`config.mk`:
```
export PLATFORM = sky130hd
export DESIGN_NAME = json_token_lexer_flat
export DESIGN_NICKNAME = d
export VERILOG_FILES = /design/src/rtl/jtl_pkg.sv /design/src/rtl/jtl_if.sv /design/src/rtl/json_token_lexer.sv /design/src/flat_wrapper.sv
export SDC_FILE = /design/constraint.sdc
export NUM_CORES = 1
export LEC_CHECK = 0
export BUFFER_PORTS_ARGS = -buffer_cell sky130_fd_sc_hd__buf_2
export CORE_ASPECT_RATIO = 1.75
export CORE_MARGIN = 2
export CORE_UTILIZATION = 50
export DETAILED_ROUTE_END_ITERATION = 8
export PLACE_DENSITY = 0.66
export SLEW_MARGIN = 10
export SYNTH_ARGS = -nofsm -noshare
export SYNTH_HDL_FRONTEND = slang
export SYNTH_SLANG_ARGS = --single-unit
```
`constraint.sdc`:
```
create_clock -name clk_i -period 7.68 [get_ports clk_i]
set_input_delay 1.536 -clock clk_i [delete_from_list [all_inputs] [get_ports clk_i]]
set_output_delay 1.536 -clock clk_i [all_outputs]
set_load 0.02 [all_outputs]
```
`src/rtl/jtl_pkg.sv`:
```
// Shared types and constants of the JSON token lexer.
package jtl_pkg;

  localparam int unsigned MAX_BYTES_DEF = 1048576;
  localparam int unsigned TOKEN_POS_W   = 21;
  localparam int unsigned KIND_W        = 3;
  localparam int unsigned WORD_W        = 40;

  localparam logic [KIND_W-1:0] KIND_STRING   = 3'd0;
  localparam logic [KIND_W-1:0] KIND_PROPERTY = 3'd1;
  localparam logic [KIND_W-1:0] KIND_COMMENT  = 3'd2;
  localparam logic [KIND_W-1:0] KIND_NUMBER   = 3'd3;
  localparam logic [KIND_W-1:0] KIND_KEYWORD  = 3'd4;

  // keywords packed first character in the low byte
  localparam logic [WORD_W-1:0] KW_TRUE  = 40'h00_65_75_72_74;
  localparam logic [WORD_W-1:0] KW_NULL  = 40'h00_6c_6c_75_6e;
  localparam logic [WORD_W-1:0] KW_FALSE = 40'h65_73_6c_61_66;

  localparam logic [7:0] CH_QUOTE  = 8'h22;
  localparam logic [7:0] CH_BSLASH = 8'h5c;
  localparam logic [7:0] CH_SLASH  = 8'h2f;
  localparam logic [7:0] CH_STAR   = 8'h2a;
  localparam logic [7:0] CH_MINUS  = 8'h2d;
  localparam logic [7:0] CH_PLUS   = 8'h2b;
  localparam logic [7:0] CH_DOT    = 8'h2e;
  localparam logic [7:0] CH_COLON  = 8'h3a;
  localparam logic [7:0] CH_LF     = 8'h0a;
  localparam logic [7:0] CH_CR     = 8'h0d;
  localparam logic [7:0] CH_TAB    = 8'h09;
  localparam logic [7:0] CH_SPACE  = 8'h20;

  typedef enum logic [3:0] {
    M_IDLE       = 4'd0,
    M_SLASH      = 4'd1,
    M_MINUS      = 4'd2,
    M_STR        = 4'd3,
    M_STR_ESC    = 4'd4,
    M_STR_DONE   = 4'd5,
    M_LINE       = 4'd6,
    M_BLOCK      = 4'd7,
    M_BLOCK_STAR = 4'd8,
    M_NUM        = 4'd9,
    M_WORD       = 4'd10
  } mode_e;

  typedef struct packed {
    logic [TOKEN_POS_W-1:0] token_begin;
    logic [TOKEN_POS_W-1:0] token_end;
    logic [KIND_W-1:0]      token_kind;
    logic                   run_last;
  } token_t;

endpackage

```
`src/rtl/jtl_if.sv`:
```
// Valid/ready channels for text bytes in and tokens out.
interface jtl_byte_if;
  import jtl_pkg::*;

  logic       valid;
  logic       ready;
  logic [7:0] text_byte;
  logic       end_of_text;

  modport source (output valid, output text_byte, output end_of_text, input ready);
  modport sink   (input valid, input text_byte, input end_of_text, output ready);
endinterface

interface jtl_token_if;
  import jtl_pkg::*;

  logic                   valid;
  logic                   ready;
  logic [TOKEN_POS_W-1:0] token_begin;
  logic [TOKEN_POS_W-1:0] token_end;
  logic [KIND_W-1:0]      token_kind;
  logic                   run_last;

  modport source (output valid, output token_begin, output token_end, output token_kind,
                  output run_last, input ready);
  modport sink   (input valid, input token_begin, input token_end, input token_kind,
                  input run_last, output ready);
endinterface

```
`src/rtl/json_token_lexer.sv`:
```
// JSON lexer with comments: one byte per cycle in while byte_i.ready is high, tokens out through a 4-entry queue.
// A token is registered into the output queue when the byte that closes it is accepted.
// A byte can close two tokens; each leaves the queue on its own output handshake.
// byte_i.ready is high while at most two tokens wait in the output queue.
// Reset (rst_ni low, async) empties the queue and returns the lexer to position 0.
module json_token_lexer #(
  parameter int unsigned MaxBytes = jtl_pkg::MAX_BYTES_DEF
) (
  input  logic               clk_i,
  input  logic               rst_ni,
  jtl_byte_if.sink           byte_i,
  jtl_token_if.source        token_o
);
  import jtl_pkg::*;

  localparam int unsigned POS_W = $clog2(MaxBytes + 1);
  localparam int unsigned EXT_W = (POS_W > TOKEN_POS_W) ? POS_W : TOKEN_POS_W;
  localparam int unsigned QDEPTH = 4;
  localparam int unsigned QPTR_W = $clog2(QDEPTH);
  localparam int unsigned QCNT_W = $clog2(QDEPTH + 1);
  localparam logic [POS_W-1:0] POS_MAX = POS_W'(MaxBytes);

  // lexer state
  mode_e             mode_q, mode_d;
  logic [POS_W-1:0]  pos_q, pos_d;
  logic [POS_W-1:0]  start_q, start_d;
  logic [POS_W-1:0]  close_q, close_d;
  logic [WORD_W-1:0] wchars_q, wchars_d;
  logic [2:0]        wlen_q, wlen_d;
  logic              wlong_q, wlong_d;

  // output queue
  token_t              queue_q [QDEPTH];
  logic [QPTR_W-1:0]   wr_q, rd_q;
  logic [QCNT_W-1:0]   cnt_q, cnt_d;

  logic              accept, pop;
  logic [7:0]        c;
  logic [POS_W-1:0]  nxt;
  logic              fresh;
  logic              e0_v, e1_v, e0_ok, e1_ok;
  logic [POS_W-1:0]  e0_b, e0_e, e1_b, e1_e;
  logic [KIND_W-1:0] e0_k, e1_k;
  token_t            r0, r1;
  logic [1:0]        push_n;

  function automatic logic is_digit(input logic [7:0] ch);
    return ch >= 8'h30 && ch <= 8'h39;
  endfunction

  function automatic logic word_start(input logic [7:0] ch);
    return (ch >= 8'h61 && ch <= 8'h7a) || (ch >= 8'h41 && ch <= 8'h5a) ||
           ch == 8'h5f || ch[7];
  endfunction

  function automatic logic num_char(input logic [7:0] ch);
    return is_digit(ch) || ch == CH_DOT || ch == 8'h65 || ch == 8'h45 ||
           ch == CH_PLUS || ch == CH_MINUS;
  endfunction

  function automatic logic is_blank(input logic [7:0] ch);
    return ch == CH_SPACE || ch == CH_TAB || ch == CH_LF || ch == CH_CR;
  endfunction

  function automatic logic is_keyword(input logic [WORD_W-1:0] w, input logic [2:0] n,
                                      input logic ovl);
    return !ovl && ((n == 3'd4 && (w == KW_TRUE || w == KW_NULL)) ||
                    (n == 3'd5 && w == KW_FALSE));
  endfunction

  function automatic logic [TOKEN_POS_W-1:0] to_tok(input logic [POS_W-1:0] p);
    logic [EXT_W-1:0] t;
    t = EXT_W'(p);
    return t[TOKEN_POS_W-1:0];
  endfunction

  assign c      = byte_i.text_byte;
  assign accept = byte_i.valid && byte_i.ready;
  assign pop    = token_o.valid && token_o.ready;
  assign nxt    = (pos_q < POS_MAX) ? pos_q + POS_W'(1) : POS_MAX;

  always_comb begin
    mode_d   = mode_q;
    start_d  = start_q;
    close_d  = close_q;
    wchars_d = wchars_q;
    wlen_d   = wlen_q;
    wlong_d  = wlong_q;
    fresh    = 1'b0;
    e0_v     = 1'b0;
    e0_b     = start_q;
    e0_e     = pos_q;
    e0_k     = KIND_STRING;
    e1_v     = 1'b0;
    e1_e     = nxt;
    e1_k     = KIND_STRING;

    unique case (mode_q)
      M_SLASH: begin
        if (c == CH_SLASH) mode_d = M_LINE;
        else if (c == CH_STAR) mode_d = M_BLOCK;
        else fresh = 1'b1;
      end
      M_MINUS: begin
        if (is_digit(c)) mode_d = M_NUM;
        else fresh = 1'b1;
      end
      M_STR: begin
        if (c == CH_BSLASH) begin
          mode_d = M_STR_ESC;
        end else if (c == CH_QUOTE) begin
          close_d = nxt;
          mode_d  = M_STR_DONE;
        end else if (c == CH_LF) begin
          close_d = pos_q;
          mode_d  = M_STR_DONE;
        end
      end
      M_STR_ESC: mode_d = M_STR;
      M_STR_DONE: begin
        if (!is_blank(c)) begin
          e0_v = 1'b1;
          e0_e = close_q;
          if (c == CH_COLON) begin
            e0_k   = KIND_PROPERTY;
            mode_d = M_IDLE;
          end else begin
            e0_k  = KIND_STRING;
            fresh = 1'b1;
          end
        end
      end
      M_LINE: begin
        if (c == CH_LF) begin
          e0_v   = 1'b1;
          e0_k   = KIND_COMMENT;
          mode_d = M_IDLE;
        end
      end
      M_BLOCK: begin
        if (c == CH_STAR) mode_d = M_BLOCK_STAR;
      end
      M_BLOCK_STAR: begin
        if (c == CH_SLASH) begin
          e0_v   = 1'b1;
          e0_e   = nxt;
          e0_k   = KIND_COMMENT;
          mode_d = M_IDLE;
        end else if (c != CH_STAR) begin
          mode_d = M_BLOCK;
        end
      end
      M_NUM: begin
        if (!num_char(c)) begin
          e0_v  = 1'b1;
          e0_k  = KIND_NUMBER;
          fresh = 1'b1;
        end
      end
      M_WORD: begin
        if (word_start(c) || is_digit(c)) begin
          if (wlen_q < 3'd5) begin
            wchars_d = wchars_q | (WORD_W'(c) << {wlen_q, 3'b000});
            wlen_d   = wlen_q + 3'd1;
          end else begin
            wlong_d = 1'b1;
          end
        end else begin
          e0_v  = is_keyword(wchars_q, wlen_q, wlong_q);
          e0_k  = KIND_KEYWORD;
          fresh = 1'b1;
        end
      end
      default: fresh = 1'b1;
    endcase

    if (fresh) begin
      start_d = pos_q;
      if (c == CH_QUOTE) mode_d = M_STR;
      else if (c == CH_SLASH) mode_d = M_SLASH;
      else if (is_digit(c)) mode_d = M_NUM;
      else if (c == CH_MINUS) mode_d = M_MINUS;
      else if (word_start(c)) begin
        mode_d   = M_WORD;
        wchars_d = WORD_W'(c);
        wlen_d   = 3'd1;
        wlong_d  = 1'b0;
      end else mode_d = M_IDLE;
    end

    // final byte: close an open string, comment, number or keyword, then start over at position 0
    e1_b  = start_d;
    pos_d = nxt;
    if (byte_i.end_of_text) begin
      unique case (mode_d)
        M_STR, M_STR_ESC: begin
          e1_v = 1'b1;
          e1_k = KIND_STRING;
        end
        M_STR_DONE: begin
          e1_v = 1'b1;
          e1_e = close_d;
          e1_k = KIND_STRING;
        end
        M_LINE, M_BLOCK, M_BLOCK_STAR: begin
          e1_v = 1'b1;
          e1_k = KIND_COMMENT;
        end
        M_NUM: begin
          e1_v = 1'b1;
          e1_k = KIND_NUMBER;
        end
        M_WORD: begin
          e1_v = is_keyword(wchars_d, wlen_d, wlong_d);
          e1_k = KIND_KEYWORD;
        end
        default: e1_v = 1'b0;
      endcase
      mode_d   = M_IDLE;
      pos_d    = '0;
      start_d  = '0;
      close_d  = '0;
      wchars_d = '0;
      wlen_d   = '0;
      wlong_d  = 1'b0;
    end
  end

  // empty tokens (end not past begin) are dropped
  assign e0_ok  = accept && e0_v && (e0_e > e0_b);
  assign e1_ok  = accept && e1_v && (e1_e > e1_b);
  assign push_n = {1'b0, e0_ok} + {1'b0, e1_ok};

  assign r0 = '{token_begin: to_tok(e0_b), token_end: to_tok(e0_e), token_kind: e0_k,
                run_last: !e1_ok};
  assign r1 = '{token_begin: to_tok(e1_b), token_end: to_tok(e1_e), token_kind: e1_k,
                run_last: 1'b1};

  assign cnt_d = cnt_q + QCNT_W'(push_n) - QCNT_W'(pop);

  always_ff @(posedge clk_i or negedge rst_ni) begin
    if (!rst_ni) begin
      mode_q   <= M_IDLE;
      pos_q    <= '0;
      start_q  <= '0;
      close_q  <= '0;
      wchars_q <= '0;
      wlen_q   <= '0;
      wlong_q  <= 1'b0;
    end else if (accept) begin
      mode_q   <= mode_d;
      pos_q    <= pos_d;
      start_q  <= start_d;
      close_q  <= close_d;
      wchars_q <= wchars_d;
      wlen_q   <= wlen_d;
      wlong_q  <= wlong_d;
    end
  end

  always_ff @(posedge clk_i or negedge rst_ni) begin
    if (!rst_ni) begin
      wr_q  <= '0;
      rd_q  <= '0;
      cnt_q <= '0;
    end else begin
      wr_q  <= wr_q + QPTR_W'(push_n);
      rd_q  <= rd_q + QPTR_W'(pop);
      cnt_q <= cnt_d;
    end
  end

  always_ff @(posedge clk_i) begin
    if (e0_ok) queue_q[wr_q] <= r0;
    if (e1_ok) queue_q[e0_ok ? wr_q + QPTR_W'(1) : wr_q] <= r1;
  end

  // room for the two tokens one byte can close
  assign byte_i.ready = cnt_q <= QCNT_W'(QDEPTH - 2);

  assign token_o.valid       = cnt_q != '0;
  assign token_o.token_begin = queue_q[rd_q].token_begin;
  assign token_o.token_end   = queue_q[rd_q].token_end;
  assign token_o.token_kind  = queue_q[rd_q].token_kind;
  assign token_o.run_last    = queue_q[rd_q].run_last;

endmodule
```
`src/flat_wrapper.sv`:
```
// flat-port wrapper written by rule: the top's interface ports become plain ports
module json_token_lexer_flat import jtl_pkg::*;
#(
  parameter int unsigned MaxBytes = jtl_pkg::MAX_BYTES_DEF
)
  (clk_i, rst_ni, byte_i_valid, byte_i_text_byte, byte_i_end_of_text, byte_i_ready, token_o_valid, token_o_token_begin, token_o_token_end, token_o_token_kind, token_o_run_last, token_o_ready);
  jtl_byte_if byte_i_i ();
  jtl_token_if token_o_i ();
  input  logic clk_i;
  input  logic rst_ni;
  input wire logic [$bits(byte_i_i.valid)-1:0] byte_i_valid;
  input wire logic [$bits(byte_i_i.text_byte)-1:0] byte_i_text_byte;
  input wire logic [$bits(byte_i_i.end_of_text)-1:0] byte_i_end_of_text;
  output wire logic [$bits(byte_i_i.ready)-1:0] byte_i_ready;
  output wire logic [$bits(token_o_i.valid)-1:0] token_o_valid;
  output wire logic [$bits(token_o_i.token_begin)-1:0] token_o_token_begin;
  output wire logic [$bits(token_o_i.token_end)-1:0] token_o_token_end;
  output wire logic [$bits(token_o_i.token_kind)-1:0] token_o_token_kind;
  output wire logic [$bits(token_o_i.run_last)-1:0] token_o_run_last;
  input wire logic [$bits(token_o_i.ready)-1:0] token_o_ready;
  assign byte_i_i.valid = byte_i_valid;
  assign byte_i_i.text_byte = byte_i_text_byte;
  assign byte_i_i.end_of_text = byte_i_end_of_text;
  assign byte_i_ready = byte_i_i.ready;
  assign token_o_valid = token_o_i.valid;
  assign token_o_token_begin = token_o_i.token_begin;
  assign token_o_token_end = token_o_i.token_end;
  assign token_o_token_kind = token_o_i.token_kind;
  assign token_o_run_last = token_o_i.run_last;
  assign token_o_i.ready = token_o_ready;
  json_token_lexer #(.MaxBytes(MaxBytes)) u_core (.clk_i(clk_i), .rst_ni(rst_ni), .byte_i(byte_i_i), .token_o(token_o_i));
endmodule
```
==> summary.txt <==
Sequential Power Share -> 34.3%
Most crowded layer after global routing -> met2
Drt pass-1 iters -> 5
Fin crit share -> 96.7%
Leak Pwr -> 8.43 nW
Outcome -> finished, final reports clean
HP Start -> u_core.queue_q[3][0]$_SDFFE_PP1P_
Yosys warns -> 0
Critical path launch point type -> primary input
Final WL -> 59300 microns
TritonCTS buffer count -> 29
Core Util, Final -> 58.5%
Initial antenna violation count -> 0
Peak supply drop -> 0.000248 V
WP depth -> 28
Root buf cell -> clkbuf_16
Hold WS -> 0.459 ns
Max incr delay on CP -> 0.69 ns
Antenna cells -> 0
Antenna-violating nets left -> 0
Crit-path leading delay family -> simple AND/OR/NAND/NOR gates
Avg Inst Size Synth -> 10.5 sq um
Clock buffer depth -> 3
Die width -> 150 microns
Initial cell density of the core -> 50.9%
# setup viols final -> 0
Critical Path RT -> 8.14 ns
CP Capture Type -> register
Min-delay worst type -> reg -> reg
CP Max Fanout -> 10
Switching power -> 0.00218 W
Clock power share -> 25.7%
Sink Count -> 302
Fin Clk Skew -> 0.0328 ns
Met3 Track Usage GR -> 3.18%
CTS clk-pin slew, worst paths -> 0.07 ns
Drt drc -> 0
Met2 Usage GRT -> 56.3%
CTS hold repair buffers -> 0
Grt total ovfl -> 0
Largest net degree at the start of global routing -> 68
Syn-to-layout area delta -> 14.9%
Post-CTS setup buffers -> 0
Routed len/inst -> 24.5 microns
DP Wirelength -> 41700 microns
CP max stage cell -> or4b_2
Nets -> 1994
Die height -> 260 microns
I/O pin cnt -> 61
Crit path launch -> byte_i_text_byte[6]
Reg2reg path depth -> 27
Final min period -> 7.42 ns
Internal power -> 0.00351 W
GRT Util Overall -> 30.6%
Vias in the first global route -> 15800
Post-Syn Nets -> 1865
Library cells used by synthesis -> 87
Number of buffers added on ports -> 60
Main synth FF type -> edfxtp_1
Net Sw Frac -> 38.4%
Final Wtd Congestion -> 0.964
Combinational Power Share -> 40.0%
Post-synthesis register bit count -> 302
FMAX -> 135 MHz
Worst slew margin -> 13.4%
Num rows -> 93
Sequential area share after synthesis -> 44.9%
RR Startpoint -> u_core.mode_q[1]$_DFFE_PN0P_
Post-synth EDFFs -> 180
1st-iter DRT viols -> 1132
Min-Delay Path Depth -> 1
Vias -> 15400
# Max-Cap Violations -> 0
Fin. Hold Viols -> 0
Total core area -> 36900 sq um
Post-Synthesis Cells -> 1795
Total die area -> 39200 sq um
Arr. time, crit path -> 7.88 ns
CTS tree -> yes
Post_cts resized -> 0
First-pass GRT wire length -> 91000 microns
Syn Std Cell Area -> 18800 sq um
Via/cell ratio -> 6.35
Unrepaired setup endpoints after global routing -> no
Latest clock arrival within the worst-skew pair -> 0.60 ns
Kind of critical path -> in -> reg
Share of cells above drive strength 1 -> 23.1%
Fin. max-slew vios -> 0
Filler cell count -> 3170
Slew @ Worst Pin -> 1.29 ns
Crit path buf inv count -> 4
CTS H-tree depth -> 1
Met1 capacity usage during global routing -> 33.2%
Post-synthesis async set-or-reset flop share -> 39.1%
Pwr/cell area -> 264 nW/um^2
## path summary, 6_finish.rpt
check | to | slack [ns]
min in group asynchronous | u_core.cnt_q[0]$_DFF_PN0_ | 1.01
worst min-delay path | u_core.queue_q[3][0]$_SDFFE_PP1P_ | 0.46
worst min register to register | u_core.queue_q[3][0]$_SDFFE_PP1P_ | 0.46
max in group asynchronous | u_core.mode_q[1]$_DFFE_PN0P_ | 5.20
worst max-delay path | u_core.cnt_q[2]$_DFF_PN0_ | 0.26
worst max register to register | u_core.cnt_q[2]$_DFF_PN0_ | 0.91
## synthesized netlist by cell type, types with 13 or more instances
cell type,count,area (sq um)
nor4_1,15,93.8
o22ai_1,42,263
clkbuf_1,106,398
edfxtp_1,180,5410
o21ai_0,47,235
nand2_1,177,664
mux2i_1,115,1150
xnor2_1,15,131
dfrtp_1,118,2950
ha_1,56,701
and2_1,17,106
a21oi_1,106,531
inv_1,67,251
nand3_1,26,130
nor2_1,204,766
nor3_1,15,75.1
a31oi_1,31,194
mux4_2,46,1040
mux2_2,81,912
nand4_1,20,125
a22o_1,61,534
nor2b_1,13,81.3
## final cells by class
class                   count  area, sq um  area share (%)
multi-input cells        1284         9490            44.0
flip-flops and latches    302         8440            39.1
repair buffers            240         1840            8.53
clock buffers              45          866            4.01
well taps                 475          594            2.75
inverters                  67          251            1.17
clock inverters             9         96.3           0.446
## worst reg2reg max path: stages, from the launching register on
cell	delay, ns
dfrtp_1	0.60
or4b_2	0.80
a31oi_1	0.28
a31oi_2	0.09
nand3_1	0.14
buf_4	0.14
o221ai_1	0.15
nand2_1	0.12
and2_1	0.14
and3_1	0.31
buf_4	0.29
mux2i_1	0.46
ha_1	0.24
nor2b_1	0.18
o21a_1	0.13
o21ai_0	0.07
a21oi_1	0.13
o31ai_1	0.08
a21oi_1	0.22
or3b_2	0.49
a2bb2oi_2	0.21
nor2_1	0.11
ha_1	0.19
inv_1	0.06
ha_1	0.30
fa_1	0.43
xor2_1	0.16
xnor2_1	0.13
## power by group through the flow
stage,sequential (W),clock (W),combinational (W)
after floorplan,0.00189,0,0.00153
after global placement,0.00198,0,0.00224
after detailed placement,0.00198,0,0.00227
after CTS,0.00195,0.00148,0.00228
after global routing,0.00196,0.00153,0.00244
final,0.00195,0.00146,0.00228
## metrics by stage
step / instance area [sq um] / setup TNS (ns) / std cells / setup slack (ns) / power [W]
6_report: 21600 / 0 / 2422 / 0.256 / 0.00569
2_1_floorplan: 18800 / 0 / 1795 / 0.0842 / 0.00341
5_1_grt: 21600 / 0 / 2422 / 0.00238 / 0.00593
3_5_place_dp: 20600 / -12.81 / 2368 / -0.209 / 0.00425
4_1_cts: 21600 / 0 / 2422 / 0.383 / 0.00570
3_3_place_gp: 20600 / -5.27 / 2368 / -0.167 / 0.00422
## sequential cells by signal (all words and copies together), names as in the netlist, 3 cells and up
register         count
u_core.wlen_q        3
u_core.close_q      21
u_core.cnt_q         3
u_core.e0_b         21
u_core.pos_q        21
u_core.mode_q        4
u_core.queue_q     184
u_core.wchars_q     40
## placed cells by master (no fill, tap or decap), types with 61 or more instances in the layout
cell and instances:
a21oi_1 106, mux2i_1 115, nor2_1 202, mux2_2 81, a22o_1 61, nand2_1 176
edfxtp_1 180, inv_1 67, dfrtp_1 116, buf_4 166
## kinds of logic (layout without fill, tap and decap cells)
family                   Yosys count  after routing  synth area share (%)
AND/OR/NAND/NOR                  561            561                  14.0
AO/OA/AOI/OAI                    388            388                  14.1
flip-flops                       302            302                  44.9
multiplexers                     252            252                  17.1
buffers and inverters            209            361                  4.83
adder cells (fa/ha/maj)           57             57                  3.84
XOR/XNOR                          26             26                  1.21
## layer usage
| layer | wire length [microns] | part of all wire [%] |
|---|---|---|
| met5 | 0 | 0 |
| met4 | 3960 | 6.7 |
| met3 | 3030 | 5.1 |
| met2 | 31400 | 53 |
| met1 | 20900 | 35 |
(Power assumes the default switching activity.)
